$ cat src/rtl/core/stl_pkg.sv
// Shared command codes, result codes and types of the sorted timer list.
`default_nettype none
package stl_pkg;

   // Command codes on req_cmd.
   localparam logic [2:0] CMD_TICK     = 3'd0;
   localparam logic [2:0] CMD_START    = 3'd1;
   localparam logic [2:0] CMD_STOP     = 3'd2;
   localparam logic [2:0] CMD_SET_PER  = 3'd3;
   localparam logic [2:0] CMD_READ_PER = 3'd4;
   localparam logic [2:0] CMD_ONE_SHOT = 3'd5;
   localparam logic [2:0] CMD_PERIODIC = 3'd6;
   localparam logic [2:0] CMD_INVALID  = 3'd7;

   // Result kinds on rsp_kind.
   localparam logic KIND_RESP  = 1'b0;
   localparam logic KIND_EVENT = 1'b1;

   // Largest stored period and the cap on expiry beats per tick.
   localparam logic [30:0] PERIOD_MAX  = 31'h7FFF_FFFF;
   localparam int          RES_CNT_W   = 5;
   localparam logic [4:0]  MAX_RESULTS = 5'd16;

   // Flags from the shared subtract and compare unit.
   typedef struct packed {
      logic lt_half;
      logic nonzero;
   } alu_flags_type;

endpackage
`default_nettype wire

$ cat src/rtl/core/stl_alu.sv
// Shared add, subtract and wrap-aware compare unit of the sorted timer list.
`default_nettype none
module stl_alu #(
   parameter int TICK_BITS = 32
) (
   input  wire logic                 op_sub,
   input  wire logic [TICK_BITS-1:0] opa,
   input  wire logic [TICK_BITS-1:0] opb,
   output logic [TICK_BITS-1:0]      res,
   output stl_pkg::alu_flags_type    flags
);

   localparam logic [TICK_BITS-1:0] TICK_HALF = {1'b0, {(TICK_BITS-1){1'b1}}};

   // One adder serves deadline sums and modular differences.
   always_comb begin
      res = op_sub ? (opa - opb) : (opa + opb);
      flags.lt_half = (res < TICK_HALF);
      flags.nonzero = (res != '0);
   end

endmodule
`default_nettype wire

$ cat src/rtl/core/sorted_timer_list.sv
// Top level of the sorted timer list: sequencer, timer state and result port.
//
// Usage: a command is taken on a rising edge with start high and busy low.
// Commands other than tick give exactly one response beat (rsp_kind low,
// rsp_last high). Tick advances time by one and gives zero or more expiry
// beats (rsp_kind high) in deadline order, at most sixteen, the final one
// marked by rsp_last. Each beat is on the rsp_ ports for one cycle under
// rsp_valid; the receiver cannot stall, so beats are never held.
// Set period, read period, mode changes and failed commands answer in the
// cycle after acceptance and leave busy low. Stop walks the list, one
// entry per cycle. Start runs a removal walk if the timer is listed, a
// deadline sum, an ordered insertion walk and the link steps; the sum and
// the insertion walk use the one shared adder and compare unit. A tick
// checks the list head once per expiry and once more to finish, and
// reinserts every periodic timer that fires through the insertion walk.
// Reset clears time, periods, modes and the list; deadlines and links need
// no clearing since they are read only for listed timers.
`default_nettype none
module sorted_timer_list #(
   parameter int NUM_TIMERS = 16,
   parameter int TICK_BITS  = 32
) (
   input  wire logic        clock,
   input  wire logic        reset,
   input  wire logic        start,
   input  wire logic [2:0]  req_cmd,
   input  wire logic [3:0]  req_timer_id,
   input  wire logic [31:0] req_period_value,
   output logic             busy,
   output logic             rsp_valid,
   output logic             rsp_kind,
   output logic [3:0]       rsp_which_timer,
   output logic [30:0]      rsp_read_period,
   output logic             rsp_failed,
   output logic             rsp_last
);

   localparam int IW = (NUM_TIMERS > 1) ? $clog2(NUM_TIMERS) : 1;
   localparam int CW = $clog2(NUM_TIMERS + 1);
   localparam int PW = (TICK_BITS > 31) ? TICK_BITS : 31;
   localparam logic [TICK_BITS-1:0] TICK_HALF = {1'b0, {(TICK_BITS-1){1'b1}}};

   localparam logic [2:0] S_IDLE = 3'd0;
   localparam logic [2:0] S_TCHK = 3'd1;
   localparam logic [2:0] S_RM   = 3'd2;
   localparam logic [2:0] S_DL   = 3'd3;
   localparam logic [2:0] S_INS  = 3'd4;
   localparam logic [2:0] S_LNK1 = 3'd5;
   localparam logic [2:0] S_LNK2 = 3'd6;

   // Control state.
   logic [2:0]                  state_ff;
   logic [TICK_BITS-1:0]        now_ff;
   logic [IW-1:0]               head_ff;
   logic [CW-1:0]               count_ff;
   logic [NUM_TIMERS-1:0]       active_ff;
   logic [NUM_TIMERS-1:0]       periodic_ff;
   logic [30:0]                 period_ff [NUM_TIMERS];
   logic [TICK_BITS-1:0]        deadline_ff [NUM_TIMERS];
   logic [IW-1:0]               next_ff [NUM_TIMERS];

   // Sequencer working registers.
   logic [2:0]                  cmd_ff;
   logic [IW-1:0]               id_ff;
   logic [IW-1:0]               cur_ff;
   logic [IW-1:0]               prev_ff;
   logic                        has_prev_ff;
   logic [CW-1:0]               k_ff;
   logic [TICK_BITS-1:0]        dl_ff;
   logic                        from_tick_ff;
   logic                        pend_valid_ff;
   logic [IW-1:0]               pend_id_ff;
   logic [stl_pkg::RES_CNT_W-1:0] n_ff;

   // Result registers.
   logic                        rsp_valid_ff;
   logic                        rsp_kind_ff;
   logic [3:0]                  rsp_which_ff;
   logic [30:0]                 rsp_rp_ff;
   logic                        rsp_failed_ff;
   logic                        rsp_last_ff;

   // Read ports and decoded request.
   logic [IW-1:0]               req_idx;
   logic                        id_ok;
   logic                        cmd_fail;
   logic                        defer_rsp;
   logic [IW-1:0]               rd_idx;
   logic [IW-1:0]               rd_next;
   logic [TICK_BITS-1:0]        rd_dl;
   logic [IW-1:0]               p_idx;
   logic [30:0]                 p_rd;
   logic [PW-1:0]               p_ext;
   logic [TICK_BITS-1:0]        p_eff;
   logic [30:0]                 pv_clamped;

   // Shared unit operands.
   logic                        alu_sub;
   logic [TICK_BITS-1:0]        alu_a;
   logic [TICK_BITS-1:0]        alu_b;
   logic [TICK_BITS-1:0]        alu_res;
   stl_pkg::alu_flags_type      alu_flags;

   // Request decode.
   always_comb begin
      req_idx   = IW'(req_timer_id);
      id_ok     = (int'(req_timer_id) < NUM_TIMERS);
      cmd_fail  = !id_ok || (req_cmd == stl_pkg::CMD_INVALID) ||
                  ((req_cmd == stl_pkg::CMD_STOP) && !active_ff[req_idx]);
      defer_rsp = !cmd_fail && ((req_cmd == stl_pkg::CMD_START) ||
                                (req_cmd == stl_pkg::CMD_STOP));
      if (req_period_value == 32'd0) begin
         pv_clamped = 31'd1;
      end else if (req_period_value[31]) begin
         pv_clamped = stl_pkg::PERIOD_MAX;
      end else begin
         pv_clamped = req_period_value[30:0];
      end
   end

   // Single read address into the deadline and link arrays.
   always_comb begin
      rd_idx  = (state_ff == S_TCHK) ? head_ff : cur_ff;
      rd_next = next_ff[rd_idx];
      rd_dl   = deadline_ff[rd_idx];
      p_idx   = (state_ff == S_IDLE) ? req_idx : id_ff;
      p_rd    = period_ff[p_idx];
   end

   // Effective period: at least one, at most half the tick range.
   always_comb begin
      p_ext = PW'(p_rd);
      if (p_ext == '0) begin
         p_ext = PW'(1);
      end
      if (p_ext > PW'(TICK_HALF)) begin
         p_ext = PW'(TICK_HALF);
      end
      p_eff = p_ext[TICK_BITS-1:0];
   end

   // Operand selection for the shared unit.
   always_comb begin
      case (state_ff)
         S_DL: begin
            alu_sub = 1'b0;
            alu_a   = now_ff;
            alu_b   = p_eff;
         end
         S_INS: begin
            alu_sub = 1'b1;
            alu_a   = rd_dl;
            alu_b   = dl_ff;
         end
         default: begin
            alu_sub = 1'b1;
            alu_a   = now_ff;
            alu_b   = rd_dl;
         end
      endcase
   end

   stl_alu #(
      .TICK_BITS (TICK_BITS)
   ) u_alu (
      .op_sub (alu_sub),
      .opa    (alu_a),
      .opb    (alu_b),
      .res    (alu_res),
      .flags  (alu_flags)
   );

   // Timer state with reset values.
   always_ff @(posedge clock) begin
      if (reset) begin
         state_ff      <= S_IDLE;
         now_ff        <= '0;
         head_ff       <= '0;
         count_ff      <= '0;
         active_ff     <= '0;
         periodic_ff   <= '0;
         pend_valid_ff <= 1'b0;
         rsp_valid_ff  <= 1'b0;
         for (int i = 0; i < NUM_TIMERS; i++) begin
            period_ff[i] <= '0;
         end
      end else begin
         rsp_valid_ff <= 1'b0;
         case (state_ff)
            S_IDLE: begin
               if (start) begin
                  cmd_ff       <= req_cmd;
                  id_ff        <= req_idx;
                  cur_ff       <= head_ff;
                  has_prev_ff  <= 1'b0;
                  from_tick_ff <= 1'b0;
                  if (req_cmd == stl_pkg::CMD_TICK) begin
                     now_ff        <= now_ff + 1'b1;
                     n_ff          <= '0;
                     pend_valid_ff <= 1'b0;
                     state_ff      <= S_TCHK;
                  end else begin
                     if (!defer_rsp) begin
                        rsp_valid_ff  <= 1'b1;
                        rsp_kind_ff   <= stl_pkg::KIND_RESP;
                        rsp_which_ff  <= req_timer_id;
                        rsp_rp_ff     <= (!cmd_fail && req_cmd == stl_pkg::CMD_READ_PER) ?
                                         p_rd : 31'd0;
                        rsp_failed_ff <= cmd_fail;
                        rsp_last_ff   <= 1'b1;
                     end
                     if (!cmd_fail) begin
                        case (req_cmd)
                           stl_pkg::CMD_START: begin
                              state_ff <= active_ff[req_idx] ? S_RM : S_DL;
                           end
                           stl_pkg::CMD_STOP: begin
                              state_ff <= S_RM;
                           end
                           stl_pkg::CMD_SET_PER: begin
                              period_ff[req_idx] <= pv_clamped;
                           end
                           stl_pkg::CMD_ONE_SHOT: begin
                              periodic_ff[req_idx] <= 1'b0;
                           end
                           stl_pkg::CMD_PERIODIC: begin
                              periodic_ff[req_idx] <= 1'b1;
                           end
                           default: begin
                           end
                        endcase
                     end
                  end
               end
            end

            // Walk to the timer and unlink it.
            S_RM: begin
               if (cur_ff == id_ff) begin
                  if (has_prev_ff) begin
                     next_ff[prev_ff] <= rd_next;
                  end else begin
                     head_ff <= rd_next;
                  end
                  count_ff <= count_ff - CW'(1);
                  if (cmd_ff == stl_pkg::CMD_STOP) begin
                     active_ff[id_ff] <= 1'b0;
                     rsp_valid_ff     <= 1'b1;
                     rsp_kind_ff      <= stl_pkg::KIND_RESP;
                     rsp_which_ff     <= 4'(id_ff);
                     rsp_rp_ff        <= '0;
                     rsp_failed_ff    <= 1'b0;
                     rsp_last_ff      <= 1'b1;
                     state_ff         <= S_IDLE;
                  end else begin
                     state_ff <= S_DL;
                  end
               end else begin
                  prev_ff     <= cur_ff;
                  cur_ff      <= rd_next;
                  has_prev_ff <= 1'b1;
               end
            end

            // New deadline through the shared adder.
            S_DL: begin
               deadline_ff[id_ff] <= alu_res;
               dl_ff              <= alu_res;
               cur_ff             <= head_ff;
               has_prev_ff        <= 1'b0;
               k_ff               <= '0;
               state_ff           <= S_INS;
            end

            // Skip every entry with an equal or earlier deadline.
            S_INS: begin
               if ((k_ff == count_ff) || (alu_flags.nonzero && alu_flags.lt_half)) begin
                  state_ff <= S_LNK1;
               end else begin
                  prev_ff     <= cur_ff;
                  cur_ff      <= rd_next;
                  has_prev_ff <= 1'b1;
                  k_ff        <= k_ff + CW'(1);
               end
            end

            S_LNK1: begin
               next_ff[id_ff] <= cur_ff;
               state_ff       <= S_LNK2;
            end

            S_LNK2: begin
               if (has_prev_ff) begin
                  next_ff[prev_ff] <= id_ff;
               end else begin
                  head_ff <= id_ff;
               end
               count_ff         <= count_ff + CW'(1);
               active_ff[id_ff] <= 1'b1;
               if (from_tick_ff) begin
                  state_ff <= S_TCHK;
               end else begin
                  rsp_valid_ff  <= 1'b1;
                  rsp_kind_ff   <= stl_pkg::KIND_RESP;
                  rsp_which_ff  <= 4'(id_ff);
                  rsp_rp_ff     <= '0;
                  rsp_failed_ff <= 1'b0;
                  rsp_last_ff   <= 1'b1;
                  state_ff      <= S_IDLE;
               end
            end

            // Check the head; an expiry beat is held until the next head check so that last is known.
            S_TCHK: begin
               if ((count_ff != '0) && (n_ff != stl_pkg::MAX_RESULTS) && alu_flags.lt_half) begin
                  if (pend_valid_ff) begin
                     rsp_valid_ff  <= 1'b1;
                     rsp_kind_ff   <= stl_pkg::KIND_EVENT;
                     rsp_which_ff  <= 4'(pend_id_ff);
                     rsp_rp_ff     <= '0;
                     rsp_failed_ff <= 1'b0;
                     rsp_last_ff   <= 1'b0;
                  end
                  pend_valid_ff      <= 1'b1;
                  pend_id_ff         <= head_ff;
                  n_ff               <= n_ff + 1'b1;
                  head_ff            <= rd_next;
                  count_ff           <= count_ff - CW'(1);
                  active_ff[head_ff] <= 1'b0;
                  if (periodic_ff[head_ff]) begin
                     id_ff        <= head_ff;
                     from_tick_ff <= 1'b1;
                     state_ff     <= S_DL;
                  end
               end else begin
                  if (pend_valid_ff) begin
                     rsp_valid_ff  <= 1'b1;
                     rsp_kind_ff   <= stl_pkg::KIND_EVENT;
                     rsp_which_ff  <= 4'(pend_id_ff);
                     rsp_rp_ff     <= '0;
                     rsp_failed_ff <= 1'b0;
                     rsp_last_ff   <= 1'b1;
                  end
                  pend_valid_ff <= 1'b0;
                  state_ff      <= S_IDLE;
               end
            end

            default: begin
               state_ff <= S_IDLE;
            end
         endcase
      end
   end

   // Port drive.
   assign busy            = (state_ff != S_IDLE);
   assign rsp_valid       = rsp_valid_ff;
   assign rsp_kind        = rsp_kind_ff;
   assign rsp_which_timer = rsp_which_ff;
   assign rsp_read_period = rsp_rp_ff;
   assign rsp_failed      = rsp_failed_ff;
   assign rsp_last        = rsp_last_ff;

endmodule
`default_nettype wire

$ cat config.mk
export PLATFORM = sky130hd
export DESIGN_NAME = sorted_timer_list
export DESIGN_NICKNAME = d
export VERILOG_FILES = /design/src/rtl/core/stl_pkg.sv /design/src/rtl/core/stl_alu.sv /design/src/rtl/core/sorted_timer_list.sv
export SDC_FILE = /design/constraint.sdc
export NUM_CORES = 2
export LEC_CHECK = 0
export ABC_AREA = 0
export BUFFER_PORTS_ARGS = -buffer_cell sky130_fd_sc_hd__buf_2
export CORE_MARGIN = 2
export CORE_UTILIZATION = 37
export DETAILED_ROUTE_END_ITERATION = 6
export SYNTH_ARGS = -nofsm -noshare
export SYNTH_HDL_FRONTEND = slang
export SYNTH_SLANG_ARGS = --single-unit
$ cat constraint.sdc
create_clock -name clock -period 10.17 [get_ports clock]
set_input_delay 1.5255 -clock clock [delete_from_list [all_inputs] [get_ports clock]]
set_output_delay 1.5255 -clock clock [all_outputs]
set_load 0.02 [all_outputs]
==> flow_metrics.py <==
metrics = {
    "power_and_ir_drop": {
        "p_sw_uw": 7425,
        "clkPwrFrac": 0.251,
        "peakVddDrop_mv": 0.1901,
        "combPwrFrac": 0.397,
        "switching_share": 0.3847,
        "power_density_mw_per_mm2": 282.7,
        "sequentialPowerShare": 0.352,
        "p_int_uw": 11880,
        "leakage_uw": 0.02441,
    },
    "finish": {
        "drive_above_1_share": 0.1565,
        "finalInstanceArea_mm2": 0.06828,
        "nets": 5255,
        "area_growth_pct": 14.53,
    },
    "floorplanning": {
        "coreArea_mm2": 0.1604,
        "fp.dieH_um": 405.4,
        "num_io_pins": 82,
        "rows": 147,
        "start_util": 0.3717,
        "die_w_um": 405.4,
        "dieArea_mm2": 0.1644,
    },
    "worst_setup_path": {
        "rrSetupSlack_ns": 0.22,
        "setup.worst_path.start": "state_ff[2]",
        "cp.required_ns": 10.62,
        "cpMaxStageDelayCell": "a2111oi_0",
        "end_kind": "flop",
        "r2r-start": "state_ff[2]",
        "startpoint_type": "flop",
        "cp_max_fo": 50,
        "path_class": "reg2reg",
        "arrival_ns": 10.40,
        "critical-path-max-stage-delay_ns": 0.62,
        "cpMostUsedCell": "buf_4",
    },
    "timing": {
        "fin_crit_ns": 9.950,
        "setup_viol": 0,
        "hold_violations": 0,
        "skew_ns": 0.02867,
        "rsz0062_at_grt": "no",
        "fmaxAchievable_mhz": 100.5,
        "slew_headroom": 0.09380,
        "whs_ns": 0.4678,
        "drv_slew": 0,
        "worstMarginPinSlew_ns": 1.359,
        "fin_crit_sh": 0.9783,
    },
    "run_status": {
        "violations": "DRC",
        "status": "finished, violations left",
    },
    "synthesis": {
        "ys_ff_latch": 1251,
        "synth_edf_count": 1173,
        "synth_top_family_by_area": "simple AND/OR/NAND/NOR gates",
        "synthesis.nets": 5101,
        "syn_area_mm2": 0.05962,
        "async_flop_share": 0,
        "synthMuxAreaShare": 0.08054,
        "ys.flop_type": "edfxtp_1",
        "postSynthCellCount": 5014,
        "synth.distinct_cells": 94,
        "avgSynthCellArea_um2": 11.89,
        "synthAdderAreaFrac": 0.009695,
        "yosys.area_share.xor_xnor": 0.01587,
        "synth-warning-count": 0,
        "ys_seq_area_frac": 0.6170,
        "synth_compound_area_frac": 0.1101,
        "synth-simple-area-share": 0.1358,
    },
    "global_routing": {
        "overflow": 0,
        "grt_start_max_net_pins": 116,
        "grt_first_pass_wirelength_um": 297600,
        "antenna_found_initial": 17,
        "grt_pass1_vias": 42028,
        "grt_usage": 0.2487,
    },
    "clocking": {
        "clock_sinks": 1251,
        "cts_root_buf": "clkbuf_16",
        "clkLatencyLatePin_ns": 0.79,
        "cts_tree": "done",
        "max-clock-path-buffers": 3,
        "cts_buffers": 135,
        "cts_setup_buffers": 0,
        "clkSlewWorstSetupHoldPaths_ns": 0.06,
        "htreeDepth": 4,
    },
    "drt": {
        "viasPerCell": 5.907,
        "drt-pass1-iter-count": 7,
        "dr.first_iter.drc_count": 5285,
        "routed_wl_um": 207600,
        "detail_route.wl_per_cell_um": 27.93,
        "route.detailed.drc": 1,
        "drtAntennaViolNets": 0,
        "dr_total_vias": 43919,
    },
    "place": {
        "gp_congestion": 0.9666,
        "postPlaceCellArea_mm2": 0.06398,
        "port_buffers": 81,
        "dp_hpwl_um": 127600,
    },
    "job": {
        "drv_cap": 0,
    },
    "hold_path": {
        "hold_start": "pend_valid_ff",
        "hp-class": "reg2reg",
    },
}
-- area by class of cell --
class / count / area (um^2)
clock buffer: 184 / 3759
timing repair buffer: 382 / 2892
tap: 2160 / 2703
inverter: 74 / 280.3
sequential: 1251 / 36790
antenna: 3 / 7.507
clock inverter: 57 / 505.5
multi-input combinational: 3324 / 21350
fill: 14900 / 92100
-- sequential cells by signal (all words and copies together), names as in the netlist, 5 cells and up, named ones only --
signal	cells
count_ff	5
deadline_ff	512
now_ff	32
active_ff	16
n_ff	5
rsp_read_period	31
period_ff	496
next_ff	64
k_ff	5
dl_ff	32
-- layout by cell type (no fill, tap or decap), types with 43 or more instances in the layout --
cell type	n
edfxtp_1	1173
nor2_1	746
nand2_1	529
buf_4	285
a21oi_1	253
mux2i_1	241
a211oi_1	163
clkbuf_16	141
nand3_1	117
o21ai_0	117
nor2b_1	84
buf_2	79
mux2_2	78
dfxtp_1	78
inv_1	72
mux4_2	62
xor2_1	59
a31oi_1	53
xnor2_1	49
and3_1	46
a32oi_1	45
ha_1	43
-- power groups by stage --
stage	clock, uW	combinational, uW	sequential (uW)
global route	5070	8080	6820
CTS	4880	7480	6800
floorplan	0	4080	6930
finish	4840	7660	6800
global placement	0	7430	6900
detailed placement	0	7460	6910
-- critical path: cells and delay by family, from the launching register on --
kind / cells / cell delay [ns]
AO/OA/AOI/OAI: 11 / 3.25
multiplexers: 1 / 0.53
buffers and inverters: 6 / 1.40
adder cells (fa/ha/maj): 2 / 0.48
XOR/XNOR: 2 / 0.29
AND/OR/NAND/NOR: 9 / 3.31
flip-flops: 1 / 0.32
-- per-stage QoR --
| stage | setup TNS [ns] | utilization | instances | setup slack [ns] | total power (uW) |
|---|---|---|---|---|---|
| 2_1_floorplan | 0 | - | 5014 | 0.8930 | 11010 |
| 3_3_place_gp | 0 | 0.3989 | 7190 | 0.009323 | 14330 |
| 3_5_place_dp | -0.5977 | 0.3989 | 7190 | -0.05009 | 14360 |
| 4_1_cts | 0 | 0.4255 | 7431 | 0.4233 | 19160 |
| 5_1_grt | 0 | 0.4257 | 7432 | 0.03347 | 19970 |
| 6_report | 0 | 0.4258 | 7435 | 0.2202 | 19300 |
-- cells in the mapped netlist, types with 27 or more instances --
master / count / area, um^2
a21oi_1: 254 / 1271
nor2_1: 765 / 2872
mux2i_1: 246 / 2462
a211oi_1: 163 / 1224
buf_2: 71 / 355.3
clkbuf_1: 234 / 878.3
nor2b_1: 84 / 525.5
o21ai_0: 117 / 585.6
mux2_2: 78 / 878.3
and2_1: 30 / 187.7
a221oi_1: 40 / 350.3
nor4_1: 28 / 175.2
nor3_1: 42 / 210.2
mux4_2: 62 / 1396
a22oi_1: 27 / 202.7
xor2_1: 59 / 516.8
and3_1: 46 / 287.8
inv_1: 72 / 270.3
o22ai_1: 39 / 244.0
a21o_1: 33 / 247.7
nand4_1: 33 / 206.5
edfxtp_1: 1173 / 35220
dfxtp_1: 78 / 1562
xnor2_1: 49 / 429.2
buf_1: 41 / 153.9
ha_1: 43 / 538.0
nand2_1: 562 / 2110
nand3_1: 117 / 585.6
a31oi_1: 53 / 331.6
a32oi_1: 45 / 394.1
-- layer usage --
metal	wire length, um	vias up	global-route usage
met5	46	-	0
met4	9054	6	0.1030
met3	22010	510	0.05774
met2	94170	2500	0.3870
met1	82360	21862	0.3341
li1	-	19041	-
-- path summary, 6_finish.rpt --
path	depth (start not counted)	end
max	31	prev_ff[1]
min	2	pend_valid_ff
max reg2reg	31	prev_ff[1]
min reg2reg	2	pend_valid_ff
-- kinds of logic (layout without fill, tap and decap cells) --
family,after synthesis,after routing
AOI/OAI and AO/OA,959,959
xor gates and xnor gates,108,108
adders and majority gates,45,45
buffers and inverters,439,697
DFF,1251,1251
muxes,391,391
other,0,3
and+or+nand+nor,1821,1821
-- timing repair --
action                                  in CTS  in global routing
resized for setup                            0                  7
hold buffers                                 0                  0
endpoints found under the setup margin       0                 55
Note: power is estimated with default switching activity, not from simulation.
